<file path="config.mk">
export PLATFORM = sky130hd
export DESIGN_NAME = tssu_result_reg
export DESIGN_NICKNAME = d
export VERILOG_FILES = /design/src/rtl/core/assert_macros.svh /design/src/rtl/core/tssu_pkg.sv /design/src/rtl/core/tssu_result_reg.sv
export SDC_FILE = /design/constraint.sdc
export NUM_CORES = 1
export LEC_CHECK = 0
export CAP_MARGIN = 20
export CORE_MARGIN = 2
export CORE_UTILIZATION = 35
export CTS_BUF_LIST = sky130_fd_sc_hd__clkbuf_8
export CTS_CLUSTER_SIZE = 40
export DETAILED_ROUTE_END_ITERATION = 12
export DONT_BUFFER_PORTS = 1
export SLEW_MARGIN = 5
export SYNTH_ARGS = -nofsm -noshare
export SYNTH_HDL_FRONTEND = slang
export SYNTH_SLANG_ARGS = --single-unit
</file>
<file path="constraint.sdc">
create_clock -name clk -period 1.55 [get_ports clk]
set_clock_uncertainty 0.1 [all_clocks]
set_input_delay 0 -clock clk [delete_from_list [all_inputs] [get_ports clk]]
set_output_delay 0 -clock clk [all_outputs]
set_load 0.03 [all_outputs]
</file>
<file path="src/rtl/core/assert_macros.svh">
// Concurrent assertion helpers; clock is clk, reset is rst_n (active low).
`ifndef ASSERT_MACROS_SVH
`define ASSERT_MACROS_SVH

`ifndef SYNTHESIS
`define ASSERT_AT(lbl, prop, msg) \
    lbl: assert property (@(posedge clk) disable iff (!rst_n) prop) \
        else $error(msg);
`define ASSERT_NEVER(lbl, cond, msg) \
    lbl: assert property (@(posedge clk) disable iff (!rst_n) !(cond)) \
        else $error(msg);
`else
`define ASSERT_AT(lbl, prop, msg)
`define ASSERT_NEVER(lbl, cond, msg)
`endif

`endif

</file>
<file path="src/rtl/core/tssu_pkg.sv">
`timescale 1ns / 1ps
`default_nettype none

package tssu_pkg;

    localparam int ID_BITS = 7;

    localparam logic [2:0] OP_CREATE      = 3'd0;
    localparam logic [2:0] OP_EXIT        = 3'd1;
    localparam logic [2:0] OP_JOIN        = 3'd2;
    localparam logic [2:0] OP_TICK        = 3'd3;
    localparam logic [2:0] OP_SEM_SETUP   = 3'd4;
    localparam logic [2:0] OP_SEM_WAIT    = 3'd5;
    localparam logic [2:0] OP_SEM_POST    = 3'd6;
    localparam logic [2:0] OP_SEM_DESTROY = 3'd7;

    localparam logic [2:0] RC_OK        = 3'd0;
    localparam logic [2:0] RC_NOSLOT    = 3'd1;
    localparam logic [2:0] RC_WAITERS   = 3'd2;
    localparam logic [2:0] RC_NOINIT    = 3'd3;
    localparam logic [2:0] RC_REFUSED   = 3'd4;
    localparam logic [2:0] RC_NONEREADY = 3'd5;

    localparam logic [1:0] ST_UNUSED  = 2'd0;
    localparam logic [1:0] ST_READY   = 2'd1;
    localparam logic [1:0] ST_BLOCKED = 2'd2;
    localparam logic [1:0] ST_EXITED  = 2'd3;

    typedef struct packed {
        logic [2:0]         code;
        logic [ID_BITS-1:0] new_id;
        logic [ID_BITS-1:0] running;
        logic               acquired;
    } result_t;

endpackage

`default_nettype wire

</file>
<file path="src/rtl/core/tssu_result_reg.sv">
`timescale 1ns / 1ps
`default_nettype none

module tssu_result_reg (
    input  wire logic              clk,
    input  wire logic              rst_n,
    input  wire logic              load,
    input  wire tssu_pkg::result_t res,
    output logic                   can_load,
    output logic                   out_valid,
    input  wire logic              out_stall,
    output logic [2:0]             result_code,
    output logic [6:0]             new_id,
    output logic [6:0]             running_thread,
    output logic                   acquired
);
    import tssu_pkg::*;

    logic    valid_reg;
    logic    valid_next;
    result_t data_reg;

    // a held word frees the register in the same cycle it is taken
    assign can_load = !valid_reg || !out_stall;

    always_comb
    begin
        valid_next = valid_reg;
        if (valid_reg && !out_stall)
        begin
            valid_next = 1'b0;
        end
        if (load && can_load)
        begin
            valid_next = 1'b1;
        end
    end

    always_ff @(posedge clk or negedge rst_n)
    begin
        if (!rst_n)
        begin
            valid_reg <= 1'b0;
        end
        else
        begin
            valid_reg <= valid_next;
        end
    end

    always_ff @(posedge clk)
    begin
        if (load && can_load)
        begin
            data_reg <= res;
        end
    end

    assign out_valid      = valid_reg;
    assign result_code    = data_reg.code;
    assign new_id         = data_reg.new_id;
    assign running_thread = data_reg.running;
    assign acquired       = data_reg.acquired;

endmodule

`default_nettype wire

</file>
* Word-level counts from Yosys, hierarchy flattened
Cells that the tools add are included.
** Storage, ports and cells
- Register bits after elaboration :: 19
- Input bits :: 22
- Output and inout bits :: 20
- Logic and storage cells :: 13
** Cells by class
- Multiplexer cells :: 2
- Reduce and logical (&&, ||, !) cells :: 6
** Operator list (number)
- $logic_and A1 B1 Y1 :: 2
- $logic_not A1 Y1 :: 2
- $mux W1 :: 2
- $reduce_bool A2 Y1 :: 1
- $logic_or A1 B1 Y1 :: 1

* Depth between registers and ports, before layout
- Depth in word-level cells :: 4
- Depth in mapped cells :: 1
- Gate-level depth less buffers :: 1

* Worst setup path before layout
OpenSTA, ideal clock, no wires.
- Kind :: register -> register
- Start point :: register valid_reg, in the netlist out_valid
- End point :: register data_reg, in the netlist acquired, enable pin
- Library setup time :: 0.381 ns
- Data arrival time :: 1.112 ns
- Data required time :: 1.069 ns
- Setup slack :: -0.042 ns
- Stages on the path, launching flop included :: 2
- Path buffers :: 0
- Period minus slack after synthesis :: 1.592 ns
- Cell sequence :: dfrtp_1 -> a21boi_2
** On the way
- Cells in the longest elaborated chain, start to end :: 3
** Ends and longest elaborated chain
- start, declared :: line tssu_result_reg.sv:19 : logic valid_reg;
- start signal, assigned :: line tssu_result_reg.sv:47 : valid_reg <= valid_next;
- $logic_not A1 Y1 :: line tssu_result_reg.sv:24 : assign can_load = !valid_reg || !out_stall;
- $logic_or A1 B1 Y1 :: line tssu_result_reg.sv:24
- $logic_and A1 B1 Y1 :: line tssu_result_reg.sv:53 : if (load && can_load)
- end signal, assigned :: line tssu_result_reg.sv:55 : data_reg <= res;
- end, declared :: line tssu_result_reg.sv:21 : result_t data_reg;
No other way between the ends.
A chain may end at the register's enable or synchronous reset.

* Worst setup path after layout
- Start point :: register valid_reg, in the netlist out_valid
- End point :: register valid_reg, in the netlist out_valid
** On the way
- Cells in the longest elaborated chain, start to end :: 4
- Elaborated cells between the ends (all ways) :: 6
- Classes of those cells :: mux (1); reduce/logical (5)
** Ends and longest elaborated chain
- $logic_not A1 Y1 :: line tssu_result_reg.sv:24
- $logic_or A1 B1 Y1 :: line tssu_result_reg.sv:24
- $logic_and A1 B1 Y1 :: line tssu_result_reg.sv:33 : if (load && can_load)
- $mux W1 / $reduce_bool A2 Y1 (equally long branches)
Parallel ways exist; a longest one is shown, timed or not.

==> metrics <==
die extent in x=45.0 um; Detailed Routing Iterations Pass 1=2; Hold WS=14.3 ps; CP Launch Type=flop; global-route wire length before repair=1410 um; Power Total=1.06 mW; Area contributors post-synth=edfxtp_1 (92%), dfrtp_1 (4.3%), a21boi_2 (1.9%); CTS tree=yes; IO buf count=0; Fin Setup TNS=0 ps; DIE AREA=2020 um^2; final hold vios=0; largest net degree at the start of global routing=19; placed cell areas=643 um^2; Mapped Area=588 um^2; final setup fails=0; peak supply drop=672 uV; crit-path max FO=3; initial antenna violation count=0; CTS root buf=clkbuf_8; Max Root-Sink Buffers=2; design area=916 um^2; TritonCTS Sinks=19; Initial Util=0.381; Synth warnings=0; via count=311; Setup crit end kind=flop; Place WS=404 ps; max_slew headroom=0.796; min-delay worst type=in -> reg; critical path class=reg -> reg; CTS H-Tree Depth=1; CP arrival=1520 ps; Lkg Pwr=0.335 nW; maximum clock frequency=672 MHz; Synth top area share=0.919; CP required=1580 ps; DRC viols=0; non-filler instance count after layout=67; Routed WL=913 um; antenna viol nets, final=0; core area=1540 um^2; DR iter-0 viols=2; share of post-route cells with drive strength above 1=0.137; DPL Wire Length=698 um; Synthesized Nets=44; clock buffer count from CTS=3; gpl congestion=0.643; Avg Cell Area, Syn=26.7 um^2; die height=45.0 um; synthesis-to-finish area growth=55.7%; final design utilization=0.594; post-CTS resize count=0; dominant cell type by area after synthesis=edfxtp_1; setup slack after layout=62.9 ps; Slew Viols, Final=0; sequential-to-total area share from yosys stat=0.962; power density cells=1150 nW/um^2; Yosys cell types=5; later-pin clock latency in the skew report=240 ps; Vias/cell=4.64; fin crit period=1490 ps; IO Pins=42; post-synthesis register bit count=19; cells after synthesis=22; Clk pin slew, worst setup/hold paths=60 ps; total global routing overflow=0; status=finished clean; Worst Tran Pin Value=307 ps; FP Rows=14; Reg2Reg Setup Slack=60 ps; RSZ-0062 raised after global routing=false; n_diodes=0; wire per inst=13.6 um; dpl cells=40; maximum capacitance violations=0; vias in the first global route=314; crit share post-route=0.959; total track usage=0.107; # nets final=74
[state kept, by name, summed over array words and instances (netlist names)]
name / count
out_valid: 1
acquired: 1
new_id: 7
result_code: 3
running_thread: 7
[synth_stat cells]
library cell and instances:
nand2_1 1, dfrtp_1 1, a21o_1 1, a21boi_2 1, edfxtp_1 18
[worst paths after layout]
kind                           start  cells after the start                end
setup / recovery           out_valid                      3          out_valid
hold / removal             out_stall                      2  running_thread[2]
setup reg to reg           out_valid                      3          out_valid
hold reg to reg            out_valid                      3  running_thread[2]
max in group asynchronous      rst_n                      2          out_valid
min in group asynchronous      rst_n                      2          out_valid
[placed cells by master, fill, tap and decap left out]
master,synthesis,layout
dlygate4sd3_1,0,22
edfxtp_1,18,18
clkbuf_8,0,3
buf_4,0,2
nand2_1,1,1
a21boi_4,0,1
a21o_1,1,1
inv_1,0,1
dfrtp_1,1,1
buf_12,0,1
[area by class of cell]
cell class,count,area [um^2]
Sequential cell,19,566
Timing Repair Buffer,25,255
Multi-Input combinational cell,3,30.0
Clock inverter,1,3.75
Tap cell,16,20.0
Clock buffer,3,41.3
Fill cell,121,626
[worst max-delay path: stages, from the launching register on]
cell           delay (ps)
dfrtp_1               380
buf_4                 180
a21o_1                170
dlygate4sd3_1         540
[repair_timing]
action / 4_1_cts / 5_1_grt
endpoints found under the hold margin: 20 / 0
hold buffers: 22 / 0
setup endpoints to repair: 0 / 1
buffers inserted: 0 / 1
[per-layer routing]
| metal | wire length (um) | GRT usage | share of wire | up-vias |
|---|---|---|---|---|
| li1 | - | - | - | 145 |
| met1 | 273 | 0.106 | 0.30 | 144 |
| met2 | 564 | 0.191 | 0.62 | 22 |
| met3 | 75 | 0.0440 | 0.082 | 0 |
| met4 | 0 | 0.0529 | 0 | 0 |
| met5 | 0 | 0 | 0 | - |
[power breakdown]
part           internal [mW]  switching (mW)  total [mW]
Combinational         0.0526          0.0306      0.0832
Sequential             0.598          0.0599       0.658
Clock                  0.175           0.138       0.314
[cells by family after synthesis]
group              Yosys count  share of synthesized area
DFF                         19                      0.962
AOI/OAI and AO/OA            2                     0.0319
and+or+nand+nor              1                    0.00638
Note: power is estimated with default switching activity, not from simulation.
